<file path="src/hdl/dfsec_pkg.sv">
`timescale 1ns / 1ps
// ----------------------------------------------------------------------------
// dfsec_pkg
// Shared types, sizes and codes for the depth-first search edge classifier.
// ----------------------------------------------------------------------------
package dfsec_pkg;

   localparam int MAX_VERTICES = 256;
   localparam int MAX_EDGES    = 1024;

   localparam int VID_W   = 9;                            // vertex id field
   localparam int VADDR_W = $clog2(MAX_VERTICES);         // per-vertex store address
   localparam int FS_AW   = $clog2(MAX_VERTICES + 1);     // first successor address
   localparam int VCNT_W  = $clog2(MAX_VERTICES + 2);     // vertex loop counter
   localparam int TOP_W   = $clog2(MAX_VERTICES + 1);     // stack depth
   localparam int EADDR_W = $clog2(MAX_EDGES);            // edge store address
   localparam int ECNT_W  = 11;                           // edge count field
   localparam int TIME_W  = 10;                           // time stamp field
   localparam int STK_W   = VID_W + 2 * ECNT_W;           // vertex, resume, end

   typedef enum logic [1:0] {
      MODE_LOAD     = 2'd0,
      MODE_RUN      = 2'd1,
      MODE_CLASSIFY = 2'd2,
      MODE_QUERY    = 2'd3
   } mode_type;

   typedef enum logic [1:0] {
      ST_OK    = 2'd0,
      ST_FULL  = 2'd1,
      ST_RANGE = 2'd2,
      ST_NORUN = 2'd3
   } status_type;

   typedef enum logic [1:0] {
      CLS_TREE    = 2'd0,
      CLS_BACK    = 2'd1,
      CLS_FORWARD = 2'd2,
      CLS_CROSS   = 2'd3
   } class_type;

   typedef enum logic [4:0] {
      S_IDLE,
      S_CLR,
      S_BLD_V,
      S_BLD_RD,
      S_BLD_CMP,
      S_DR_RD,
      S_DR_CHK,
      S_ENT_A,
      S_ENT_B,
      S_STEP,
      S_EX_A,
      S_EX_B,
      S_EX_C,
      S_POP,
      S_CLS_A,
      S_CLS_B,
      S_QRY
   } state_type;

   typedef enum logic [4:0] {
      A_NONE,
      A_ACCEPT,
      A_CLR,
      A_BLD_V,
      A_BLD_RD,
      A_BLD_CMP,
      A_DR_RD,
      A_DR_CHK,
      A_ENT_A,
      A_ENT_B,
      A_STEP,
      A_EX_A,
      A_EX_B,
      A_EX_C,
      A_POP,
      A_CLS_A,
      A_CLS_B,
      A_QRY
   } act_type;

   typedef struct packed {
      act_type act;
   } cmd_type;

   typedef struct packed {
      logic rsp_free;
      logic acc_err;
      logic clr_end;
      logic v_end;
      logic e_end;
      logic disc_zero;
      logic step_more;
      logic top_gt1;
   } stat_type;

   // id 1..n maps to store address 0..n-1
   function automatic logic [VADDR_W-1:0] vaddr(input logic [VID_W-1:0] id);
      logic [VID_W-1:0] t;
      t = id - VID_W'(1);
      return t[VADDR_W-1:0];
   endfunction

endpackage

</file>
<file path="src/hdl/dfsec_ctrl.sv">
`timescale 1ns / 1ps
// ----------------------------------------------------------------------------
// dfsec_ctrl
// Sequencer for load, search run, classify and query transactions.
// ----------------------------------------------------------------------------
module dfsec_ctrl (
   input  logic                clock,
   input  logic                reset,
   input  logic                req_valid,
   input  logic [1:0]          req_mode,
   input  dfsec_pkg::stat_type stat,
   output logic                req_ready,
   output dfsec_pkg::cmd_type  cmd
);
   import dfsec_pkg::*;

   state_type state_ff, state_in;
   logic      fire;

   assign fire = req_valid && req_ready;

   always_comb begin
      state_in = state_ff;
      unique case (state_ff)
         S_IDLE: begin
            if (fire) begin
               unique case (mode_type'(req_mode))
                  MODE_LOAD:     state_in = S_IDLE;
                  MODE_RUN:      state_in = S_CLR;
                  MODE_CLASSIFY: state_in = stat.acc_err ? S_IDLE : S_CLS_A;
                  MODE_QUERY:    state_in = stat.acc_err ? S_IDLE : S_QRY;
                  default:       state_in = S_IDLE;
               endcase
            end
         end
         S_CLR:     state_in = stat.clr_end ? S_BLD_V : S_CLR;
         S_BLD_V:   state_in = stat.v_end ? S_DR_RD : S_BLD_RD;
         S_BLD_RD:  state_in = stat.e_end ? S_BLD_V : S_BLD_CMP;
         S_BLD_CMP: state_in = S_BLD_RD;
         S_DR_RD:   state_in = stat.v_end ? S_IDLE : S_DR_CHK;
         S_DR_CHK:  state_in = stat.disc_zero ? S_ENT_A : S_DR_RD;
         S_ENT_A:   state_in = S_ENT_B;
         S_ENT_B:   state_in = S_STEP;
         S_STEP: begin
            if (stat.step_more) begin
               state_in = S_EX_A;
            end else if (stat.top_gt1) begin
               state_in = S_POP;
            end else begin
               state_in = S_DR_RD;
            end
         end
         S_EX_A:    state_in = S_EX_B;
         S_EX_B:    state_in = S_EX_C;
         S_EX_C:    state_in = stat.disc_zero ? S_ENT_A : S_STEP;
         S_POP:     state_in = S_STEP;
         S_CLS_A:   state_in = S_CLS_B;
         S_CLS_B:   state_in = S_IDLE;
         S_QRY:     state_in = S_IDLE;
         default:   state_in = S_IDLE;
      endcase
   end

   always_comb begin
      req_ready = 1'b0;
      cmd.act   = A_NONE;
      unique case (state_ff)
         S_IDLE: begin
            req_ready = stat.rsp_free;
            cmd.act   = fire ? A_ACCEPT : A_NONE;
         end
         S_CLR:     cmd.act = A_CLR;
         S_BLD_V:   cmd.act = A_BLD_V;
         S_BLD_RD:  cmd.act = A_BLD_RD;
         S_BLD_CMP: cmd.act = A_BLD_CMP;
         S_DR_RD:   cmd.act = A_DR_RD;
         S_DR_CHK:  cmd.act = A_DR_CHK;
         S_ENT_A:   cmd.act = A_ENT_A;
         S_ENT_B:   cmd.act = A_ENT_B;
         S_STEP:    cmd.act = A_STEP;
         S_EX_A:    cmd.act = A_EX_A;
         S_EX_B:    cmd.act = A_EX_B;
         S_EX_C:    cmd.act = A_EX_C;
         S_POP:     cmd.act = A_POP;
         S_CLS_A:   cmd.act = A_CLS_A;
         S_CLS_B:   cmd.act = A_CLS_B;
         S_QRY:     cmd.act = A_QRY;
         default:   cmd.act = A_NONE;
      endcase
   end

   always_ff @(posedge clock) begin
      if (reset) begin
         state_ff <= S_IDLE;
      end else begin
         state_ff <= state_in;
      end
   end

   // a run always walks through the clear pass first
   a_run_to_clr: assert property (@(posedge clock) disable iff (reset)
      (fire && mode_type'(req_mode) == MODE_RUN) |=> state_ff == S_CLR)
      else $error("run transaction did not start clear pass");

   // nothing is taken while busy
   a_busy_no_ready: assert property (@(posedge clock) disable iff (reset)
      (state_ff != S_IDLE) |-> !req_ready)
      else $error("ready raised during a multi-cycle transaction");

   // ready only with room in the response register
   a_ready_room: assert property (@(posedge clock) disable iff (reset)
      req_ready |-> stat.rsp_free)
      else $error("ready without response room");

endmodule

</file>
<file path="config.mk">
export PLATFORM = sky130hd
export DESIGN_NAME = dfsec_ctrl
export DESIGN_NICKNAME = d
export VERILOG_FILES = /design/src/hdl/dfsec_pkg.sv /design/src/hdl/dfsec_ctrl.sv
export SDC_FILE = /design/constraint.sdc
export NUM_CORES = 1
export LEC_CHECK = 0
export BUFFER_PORTS_ARGS = -buffer_cell sky130_fd_sc_hd__buf_2
export CAP_MARGIN = 20
export CORE_MARGIN = 1.5
export CORE_UTILIZATION = 30
export CTS_CLUSTER_SIZE = 24
export DETAILED_ROUTE_END_ITERATION = 10
export GPL_ROUTABILITY_DRIVEN = 1
export HOLD_SLACK_MARGIN = 0.06
export PLACE_DENSITY_LB_ADDON = 0.05
export RECOVER_POWER = 50
export REMOVE_ABC_BUFFERS = 1
export SYNTH_ARGS = -nofsm -noshare
export SYNTH_HDL_FRONTEND = slang
export SYNTH_SLANG_ARGS = --single-unit
</file>
<file path="constraint.sdc">
create_clock -name clock -period 2.2 [get_ports clock]
set_clock_uncertainty 0.15 [all_clocks]
set_input_delay 0.11 -clock clock [delete_from_list [all_inputs] [get_ports clock]]
set_output_delay 0.11 -clock clock [all_outputs]
set_load 0.01 [all_outputs]
</file>
After elaboration in Yosys (flattened, before gate mapping):

Index checks and enable logic that the tools add are counted.

* reduce and logical (&&, ||, !) cells: 4
* equality and inequality tests: 20
* muxes and demuxes: 16

Operators by type and width (count)
* case mux 5 bit (17 select lines): 1
* case mux 5 bit (14 select lines): 1
* equality test 5 x 4 -> 1 bit, second input constant: 8
* equality test 5 x 3 -> 1 bit, second input constant: 4
* case mux 5 bit (4 select lines): 1
* 2-to-1 mux 4 bit: 4
* equality test 5 x 2 -> 1 bit, second input constant: 2
* 2-to-1 mux 5 bit: 2
* 2-to-1 mux 3 bit: 3
* equality test 5 x 1 -> 1 bit, second input constant: 1
* equality test 5 bit, second input constant: 1
* logical NOT 5 bit: 1
* equality test 2 bit, second input constant: 2
* 2-to-1 mux 2 bit: 2
* equality test 2 x 1 -> 1 bit, second input constant: 1
* logical NOT 2 bit: 1
* 2-to-1 mux 1 bit: 2
* != test 2 bit, second input constant: 1
* OR reduction 2 bit: 1
* logical AND 1 bit: 1

* word-level logic and storage cells: 41
* output and inout port bits: 6
* flip-flop bits (word level): 5
* bits of input ports: 13

Depth between registers and ports, before layout:

Gate-level depths: netlist (run 1).

* depth after elaboration: 5
* gate-level depth with buffers: 6
* gate-level depth less buffers: 4

Least setup slack after synthesis (run 1):

No wires, ideal clock.

* kind: reg-to-output
* start: register state_ff[3]
* end: output port cmd[0] (netlist name)
* path slack: 718 ps
* buffers on the path: 1
* cell stages (with the launch flop): 4
* required time: 1940 ps
* arrival: 1222 ps
* cell sequence: dfxtp_1 > buf_2 > or3_1 > a211oi_1

RTL lines
* start, declared: line dfsec_ctrl.sv:17 `state_type state_ff, state_in;`
* start signal, assigned: line dfsec_ctrl.sv:96 `state_ff <= state_in;`
* end, declared: line dfsec_ctrl.sv:13 `output dfsec_pkg::cmd_type cmd`

Worst setup path in the final report (run 1):

* start: register state_ff[0]
* end: register state_ff[1]

* longest elaborated chain between the ends: 4
* elaborated cells on any way between the ends: 20
* classes of those cells: eq/ne: 15; mux: 2; reduce/logical: 3

Ends and longest elaborated chain
* branches (longest 4 deep; another with case mux 5 bit (14 select lines))

Parallel ways; which one is timed is not known.
A chain may end at the register's enable or synchronous reset.

==> results.toml, run 1 <==
[status]
status = "complete, no violations"

[clock_tree]
clkTransAtPathRegs_ps = 40
htree_levels = 1
cts_resized = 0
root_buffer = "clkbuf_4"
cts.hold.buffers_added = 7
numCtsBuffers = 3
cts_tree = "yes"
cts_setup_buffers = 0
cts.sinks = 5
ctsLongestPathBuffers = 2
clock_latency_ps = 240

[sta]
hold_viol = 0
final-max-slew-violation-count = 0
slew_headroom = 0.5873
fin_crit_sh = 0.8940
rsz0062_at_grt = "no"
setup_viol = 0
finalSetupTns_ps = 0
max_freq_ghz = 0.5085
tightest_slew_ps = 618.2
fin_ws_ps = 233.2
period_minus_slack_ps = 1967

[yosys]
synth.distinct_cells = 40
syn_inst = 82
synthTopCellsByCount = "nor2_1 (11), nand2_1 (7), dfxtp_1 (5)"
syn-cell-area_um2 = 589.3
yosys_register_bits = 5
async_flop_share = 0
yosysSeqAreaShare = 0.1699
avgSynthCellArea_um2 = 7.187
yosys.cell_count.top_type = "nor2_1"
yosys_warnings = 0
synth_edf_count = 0
yosysTopAreaCellShare = 0.1699
synth_area_leader_cell = "dfxtp_1"
synth_area_leaders = "dfxtp_1 (17%), nor2_1 (7.0%), nand2_1 (4.5%)"
synth_ff_type = "dfxtp_1"

[routing]
met2WireLength_um = 719
wl_met3_um = 64
drt-met1-wl_um = 766
top_layer = "met3"
drc_errors = 0
vias = 670
drt-initial-drc-count = 11
finalWirelength_um = 1549
vias_per_cell = 5.194
drtAntennaViolNets = 0
wl_per_cell_um = 12.01
dr.pass1.iters = 4

[cells_and_area]
final_nets = 118
nFillCells = 206
drive_gt1_frac = 0.2115
antenna_cells = 0
area_growth_syn_to_layout_pct = 26.75
top_regs = "state_ff: 5 flops"
largest_register_ffs = 5
top_register = "state_ff"
utilization = 0.4189
fin_cells = 129

[floorplan]
core_area_um2 = 1783
pin_count = 19
placementRows = 15
dieArea_um2 = 2239
die_w_um = 47.32
die-height_um = 47.32
start_util = 0.3305

[worst_setup_path]
r2r_start = "state_ff[0]"
cp_data_arrival_time_ps = 1980
required_ps = 2220
path_class = "flip-flop to flip-flop"
crit_path_start = "state_ff[0]"
crit_path_end_kind = "flip-flop"
crit_path_start_kind = "flip-flop"
crit_fanout = 19

[run]
maxCapViolCount = 0

[pwr]
pwr_density_cell_nw_per_um2 = 400.4
power.leakage_nw = 0.2789
finalPower_w = 0.0002991
peakVddDrop_mv = 0.2795

[placed_design]
dpl.cell_count = 118
place_ws_ps = 417.6
io_buffers = 18
hpwl_um = 1074
place.gp.congestion = 0.7809

[grt]
grt_pass1_vias = 598
grt_pass1_wl_um = 2401
grt_max_degree = 21
grt-ovfl-total = 0
antenna_found_initial = 0
track_usage = 0.1497

[worst_hold_path]
holdCritStartpoint = "stat[2]"
hp-class = "input port to flip-flop"
## kinds of logic after synthesis
| group | after synthesis | share of synthesized area |
|---|---|---|
| AND/OR/NAND/NOR | 42 | 0.4183 |
| AO/OA/AOI/OAI | 22 | 0.2718 |
| XOR/XNOR | 3 | 0.04459 |
| flip-flops | 5 | 0.1699 |
| buffers and inverters | 10 | 0.09553 |
## through the flow
step / area [um2] / hold WS [ps]
5_1_grt: 747.0 / 126.9
2_1_floorplan: 540.5 / 35.48
6_report: 747.0 / 108.5
3_3_place_gp: 669.4 / 149.0
3_5_place_dp: 669.4 / 147.4
4_1_cts: 765.7 / 106.5
## report_power, final
| part | internal [W] | switching (W) | leakage, nW |
|---|---|---|---|
| clock | 0.0000686 | 0.0000373 | 0.0150 |
| combinational | 0.0000447 | 0.0000412 | 0.223 |
| sequential | 0.0000940 | 0.0000134 | 0.0405 |
| total | 0.000207 | 0.0000918 | 0.279 |
## path summary, 6_finish.rpt
kind | slack (ps) | to | cells past startpoint
worst max-delay path | 230 | state_ff[1] | 4
worst min-delay path | 110 | state_ff[1] | 3
worst max register to register | 230 | state_ff[1] | 4
worst min register to register | 660 | state_ff[2] | 2
## placed cells by master, fill, tap and decap left out, types with 2 or more instances in the layout
cell type and count:
clkbuf_4 3, or4b_1 2, clkbuf_1 3, a31oi_1 2, a21oi_1 4, nor3_1 2
buf_2 16, nand2_1 7, dlygate4sd3_1 7, nor4_1 2, nand3b_1 2, xnor2_1 2
nor2_1 11, a211oi_1 2, nand4_1 2, or3_1 2, inv_1 2, dfxtp_1 5
nor3b_1 2, o21ai_0 4, nand3_1 4
## per-layer routing
layer / global-route usage / vias to the layer above
li1: - / 356
met1: 0.1800 / 296
met2: 0.2757 / 18
met3: 0.04615 / 0
met4: 0 / 0
met5: 0 / -
## critical path: stages (launching register included)
cell and delay [ps]:
dfxtp_1 490, or3_1 480, nor3_1 420, a22oi_2 170, a41oi_2 180
## cell type report
| cell class | count | area (um2) | share of cell area |
|---|---|---|---|
| inverter | 2 | 7.507 | 0.01005 |
| multi-input combinational | 67 | 416.7 | 0.5578 |
| timing repair buffer | 26 | 165.2 | 0.2211 |
| tap | 25 | 31.28 | 0.04188 |
| sequential | 5 | 100.1 | 0.1340 |
| clock buffer | 4 | 26.28 | 0.03518 |
(Power assumes the default switching activity.)
==> run 2: changes to the inputs <==
Settings changed: BUFFER_PORTS_ARGS -buffer_cell sky130_fd_sc_hd__buf_2 to -buffer_cell sky130_fd_sc_hd__clkbuf_2, CORE_ASPECT_RATIO from default to 1.2.
Clock period 2.2 ns to 1.9 ns, I/O delays scaled along.
==> results.toml, run 2 (synthesized netlist as in run 1, its figures left out) <==
[pwr]
pwr_density_cell_nw_per_um2 = 450.0
power.leakage_nw = 0.3097
finalPower_w = 0.0003564
peakVddDrop_mv = 0.2302

[clock_tree]
cts.sinks = 5
root_buffer = "clkbuf_4"
cts_tree = "yes"
numCtsBuffers = 3
ctsLongestPathBuffers = 2
clkTransAtPathRegs_ps = 40
htree_levels = 1
clock_latency_ps = 240

[routing]
vias = 683
drtAntennaViolNets = 0
drt-initial-drc-count = 4
wl_per_cell_um = 13.00
vias_per_cell = 5.378
dr.pass1.iters = 4
drc_errors = 0
finalWirelength_um = 1651

[placed_design]
postPlaceCellArea_um2 = 691.9
dpl.cell_count = 116
io_buffers = 18
place.gp.congestion = 0.7106
hpwl_um = 1201

[sta]
slew_headroom = 0.6359
setup_viol = 0
rsz0062_at_grt = "yes"
fin_crit_sh = 0.9483
max_freq_ghz = 0.5550
finalSetupTns_ps = 0
final-max-slew-violation-count = 0
period_minus_slack_ps = 1802
tightest_slew_ps = 545.4
hold_viol = 0

[cells_and_area]
fin_cells = 127
utilization = 0.4280
top_register = "state_ff"
antenna_cells = 0
layout_common_cells = "clkbuf_2 (18), nor2_1 (11), nand2_1 (7), dlygate4sd3_1 (7), buf_4 (5)"
seq_area_um2 = 103.9
design_area_um2 = 792.0
nFillCells = 199
layout_commonest_cell = "clkbuf_2"
largest_register_ffs = 5
final_nets = 122
drive_gt1_frac = 0.3056
area_growth_syn_to_layout_pct = 34.40
top_regs = "state_ff: 5 flops"
multi_input_comb_area_um2 = 432.9

[worst_setup_path]
crit_fanout = 10
crit_path_end_kind = "primary output"
worst-r2r-cell-count = 4
path_class = "flip-flop to primary output"
required_ps = 1650
crit_path_cell_trace = "buf_4, or3_1, nor3b_1, a211oi_1, clkbuf_2"
slowest_stage = "dfxtp_2"
crit_path_start_kind = "flip-flop"
cp_data_arrival_time_ps = 1560
crit_path_max_incr_delay_ps = 370

[run]
maxCapViolCount = 0

[floorplan]
die-height_um = 51.55
die_w_um = 43.46
placementRows = 17
core_area_um2 = 1851
start_util = 0.3185
pin_count = 19
dieArea_um2 = 2240

[grt]
grt_pass1_wl_um = 2677
grt_pass1_vias = 626
track_usage = 0.1588
antenna_found_initial = 0
grt-ovfl-total = 0
grt_max_degree = 16

[status]
status = "complete, no violations"

[worst_hold_path]
hp-class = "input port to flip-flop"
worstHoldPathCells = 3
==> run 2: changes by cell type in the layout (fill, tap and decap cells not counted), moves of 2 or more <==
| cell | previous run | this run |
|---|---|---|
| dfxtp_1 | 5 | 2 |
| dfxtp_2 | 0 | 3 |
| clkbuf_2 | 0 | 18 |
| clkbuf_1 | 3 | 1 |
| buf_2 | 16 | 0 |
| buf_4 | 1 | 5 |
==> run 2: worst paths after layout <==
| kind | slack, ps | endpoint | from |
|---|---|---|---|
| worst max-delay path | 100 | cmd[0] | state_ff[3] |
| worst max register to register | 190 | state_ff[1] | state_ff[0] |
| worst min-delay path | 70 | state_ff[1] | stat[2] |
| worst min register to register | 520 | state_ff[1] | state_ff[1] |
==> run 2: report_power, final <==
group / switching (W) / leakage (nW) / internal, W / total (W)
sequential: 0.0000132 / 0.0419 / 0.000109 / 0.000123
clock: 0.0000399 / 0.0150 / 0.0000792 / 0.000119
combinational: 0.0000543 / 0.253 / 0.0000605 / 0.000115
==> run 2: through the flow <==
step / setup WS, ps / hold WS, ps
2_1_floorplan: 315.9 / 20.48
3_3_place_gp: 229.5 / 135.9
3_5_place_dp: 230.9 / 135.3
4_1_cts: 15.30 / 78.77
5_1_grt: -9.095 / 73.29
6_report: 98.16 / 72.40
==> run 2: area by class of cell <==
cell class                      instances  share of cell area
Multi-Input combinational cell         67              0.5466
Tap cell                               19             0.03002
Inverter                                2            0.009479
Sequential cell                         5              0.1311
Clock buffer                            4             0.03318
Timing Repair Buffer                   30              0.2496
==> run 2: critical path, delay by kind of cell, from the launching register on <==
family | cells | cell delay (ps)
flops | 1 | 370
compound gates | 1 | 70
simple gates | 2 | 550
buf+inv | 2 | 330
==> run 2: layer usage <==
layer  track usage  routed length, um  share of wire  vias up
met3       0.03125                 67          0.041        4
met4       0.06061                 19          0.012        0
li1              -                  -              -      360
met2        0.2836                792           0.48       24
met1        0.1834                772           0.47      295
met5             0                  0              0        -
==> run 2: timing repair <==
action	4_1_cts	5_1_grt
buffers inserted	0	0
setup endpoints to repair	0	3
hold buffers	7	0
gates resized for setup	0	3
hold endpoints to repair	4	0
==> run 3: changes to the inputs <==
--- a/config.mk
+++ b/config.mk
@@ -9,5 +9,5 @@
 export CAP_MARGIN = 20
 export CORE_ASPECT_RATIO = 1.2
-export CORE_MARGIN = 1.5
+export CORE_MARGIN = 4
 export CORE_UTILIZATION = 30
 export CTS_CLUSTER_SIZE = 24
--- a/constraint.sdc
+++ b/constraint.sdc
@@ -3,3 +3,3 @@
 set_input_delay 0.095 -clock clock [delete_from_list [all_inputs] [get_ports clock]]
 set_output_delay 0.095 -clock clock [all_outputs]
-set_load 0.01 [all_outputs]
+set_load 0.005 [all_outputs]
==> results.toml, run 3 (synthesized netlist as in run 1, its figures left out) <==
[placed_design]
place_ws_ps = 162.0
io_buffers = 18
postPlaceCellArea_um2 = 691.9
hpwl_um = 1240
place.gp.congestion = 0.6916

[grt]
grt_pass1_vias = 634
track_usage = 0.1295
grt_max_degree = 21
antenna_found_initial = 0
grt_pass1_wl_um = 2918
grt-ovfl-total = 0

[cells_and_area]
drive_gt1_frac = 0.2870
top_regs = "state_ff: 5 flops"
top_register = "state_ff"
area_growth_syn_to_layout_pct = 32.27
final_nets = 122
layout_commonest_cell = "clkbuf_2"
design_area_um2 = 779.5
antenna_cells = 0
layout_common_cells = "clkbuf_2 (18), nor2_1 (11), nand2_1 (7), dlygate4sd3_1 (7), buf_4 (5)"
largest_register_ffs = 5
utilization = 0.4212

[clock_tree]
ctsLongestPathBuffers = 2
cts.sinks = 5
clock_latency_ps = 240
htree_levels = 1
root_buffer = "clkbuf_4"
cts_tree = "yes"
clkTransAtPathRegs_ps = 40
cts_setup_buffers = 0
numCtsBuffers = 3

[worst_hold_path]
holdPathEnd = "state_ff[1]"
worstHoldPathCells = 3
holdCritStartpoint = "stat[2]"
hp-class = "input port to flip-flop"

[pwr]
peakVddDrop_mv = 0.1558
pwr_density_cell_nw_per_um2 = 451.6
power.leakage_nw = 0.3077

[run]
maxCapViolCount = 0

[sta]
max_freq_ghz = 0.5735
tightest_slew_ps = 455.8
rsz0062_at_grt = "no"
fin_ws_ps = 156.2
period_minus_slack_ps = 1744
fin_crit_sh = 0.9178
setup_viol = 0
finalSetupTns_ps = 0
slew_headroom = 0.6957
hold_viol = 0
final-max-slew-violation-count = 0

[worst_setup_path]
regToRegEndpoint = "state_ff[1]"
regToRegSetupSlack_ps = 160
crit_fanout = 15
crit_path_end_kind = "flip-flop"
crit_path_max_incr_delay_ps = 480
crit_path_start_kind = "flip-flop"
r2r_start = "state_ff[3]"
cp_data_arrival_time_ps = 1750
crit_buf_inv = 0
path_class = "flip-flop to flip-flop"
crit_family = "simple AND/OR/NAND/NOR gates"
worst-r2r-cell-count = 4
slowest_stage = "or3_1"
required_ps = 1910
crit_path_cell_trace = "or3_1, nor3_2, a22oi_2, a41oi_2"

[floorplan]
pin_count = 19
start_util = 0.3185
placementRows = 17
die_w_um = 48.46
core_area_um2 = 1851
dieArea_um2 = 2740
die-height_um = 56.55

[routing]
drtAntennaViolNets = 0
drc_errors = 0
vias_per_cell = 5.323
vias = 676
drt-initial-drc-count = 10
wl_per_cell_um = 13.26
finalWirelength_um = 1684
dr.pass1.iters = 2

[status]
status = "complete, no violations"
[run 3: cell types whose count changed in the layout (fill, tap and decap cells not counted)]
| cell | previous run | this run |
|---|---|---|
| dfxtp_1 | 2 | 3 |
| or3_1 | 1 | 2 |
| or3_4 | 1 | 0 |
| dfxtp_2 | 3 | 2 |
| nor3_4 | 1 | 0 |
| nor3_2 | 0 | 1 |
[run 3: layout make-up]
| class | instances | area (um2) |
|---|---|---|
| clock buffer | 4 | 26.28 |
| multi-input combinational | 67 | 421.7 |
| inverter | 2 | 7.507 |
| sequential | 5 | 102.6 |
| fill | 198 | 1071 |
| tap | 19 | 23.77 |
| timing repair buffer | 30 | 197.7 |
[run 3: metrics by stage]
stage                     instances  power (W)  hold WS (ps)
final                           127  0.0003520         77.39
after global routing            127  0.0003778         102.7
after CTS                       127  0.0003646         83.61
after detailed placement        116  0.0002235         145.1
after global placement          116  0.0002239         144.1
after floorplan                  74  0.0001814         20.48
[run 3: how the worst max path moves through the flow]
stage | from | end | cells after the start
after floorplan | state_ff[0] | state_ff[1] | 4
after global placement | state_ff[3] | state_ff[2] | 3
after detailed placement | state_ff[3] | state_ff[2] | 3
after CTS | state_ff[1] | cmd[3] | 5
after global routing | state_ff[3] | cmd[0] | 4
final | state_ff[3] | state_ff[1] | 4
[run 3: per-layer routing]
| metal | track usage | vias to the layer above | routed length [um] |
|---|---|---|---|
| li1 | - | 355 | - |
| met2 | 0.1940 | 16 | 805 |
| met3 | 0.02653 | 2 | 63 |
| met1 | 0.1763 | 303 | 793 |
| met5 | 0 | - | 0 |
| met4 | 0.05769 | 0 | 21 |
[run 3: worst register-to-register path, cell delays in order, from the launching register on]
cell and delay [ps]:
dfxtp_1 440, or3_1 480, nor3_2 260, a22oi_2 150, a41oi_2 180
[run 3: where the power goes]
part           switching [W]  internal (W)  total (W)
sequential         0.0000128      0.000109   0.000122
clock              0.0000446     0.0000795   0.000124
combinational      0.0000498     0.0000563   0.000106
total               0.000107      0.000245   0.000352
[run 3: timing repair]
item	CTS	global route
hold buffers	7	0
endpoints found under the setup margin	1	3
endpoints found under the hold margin	3	0
resized for setup	1	1
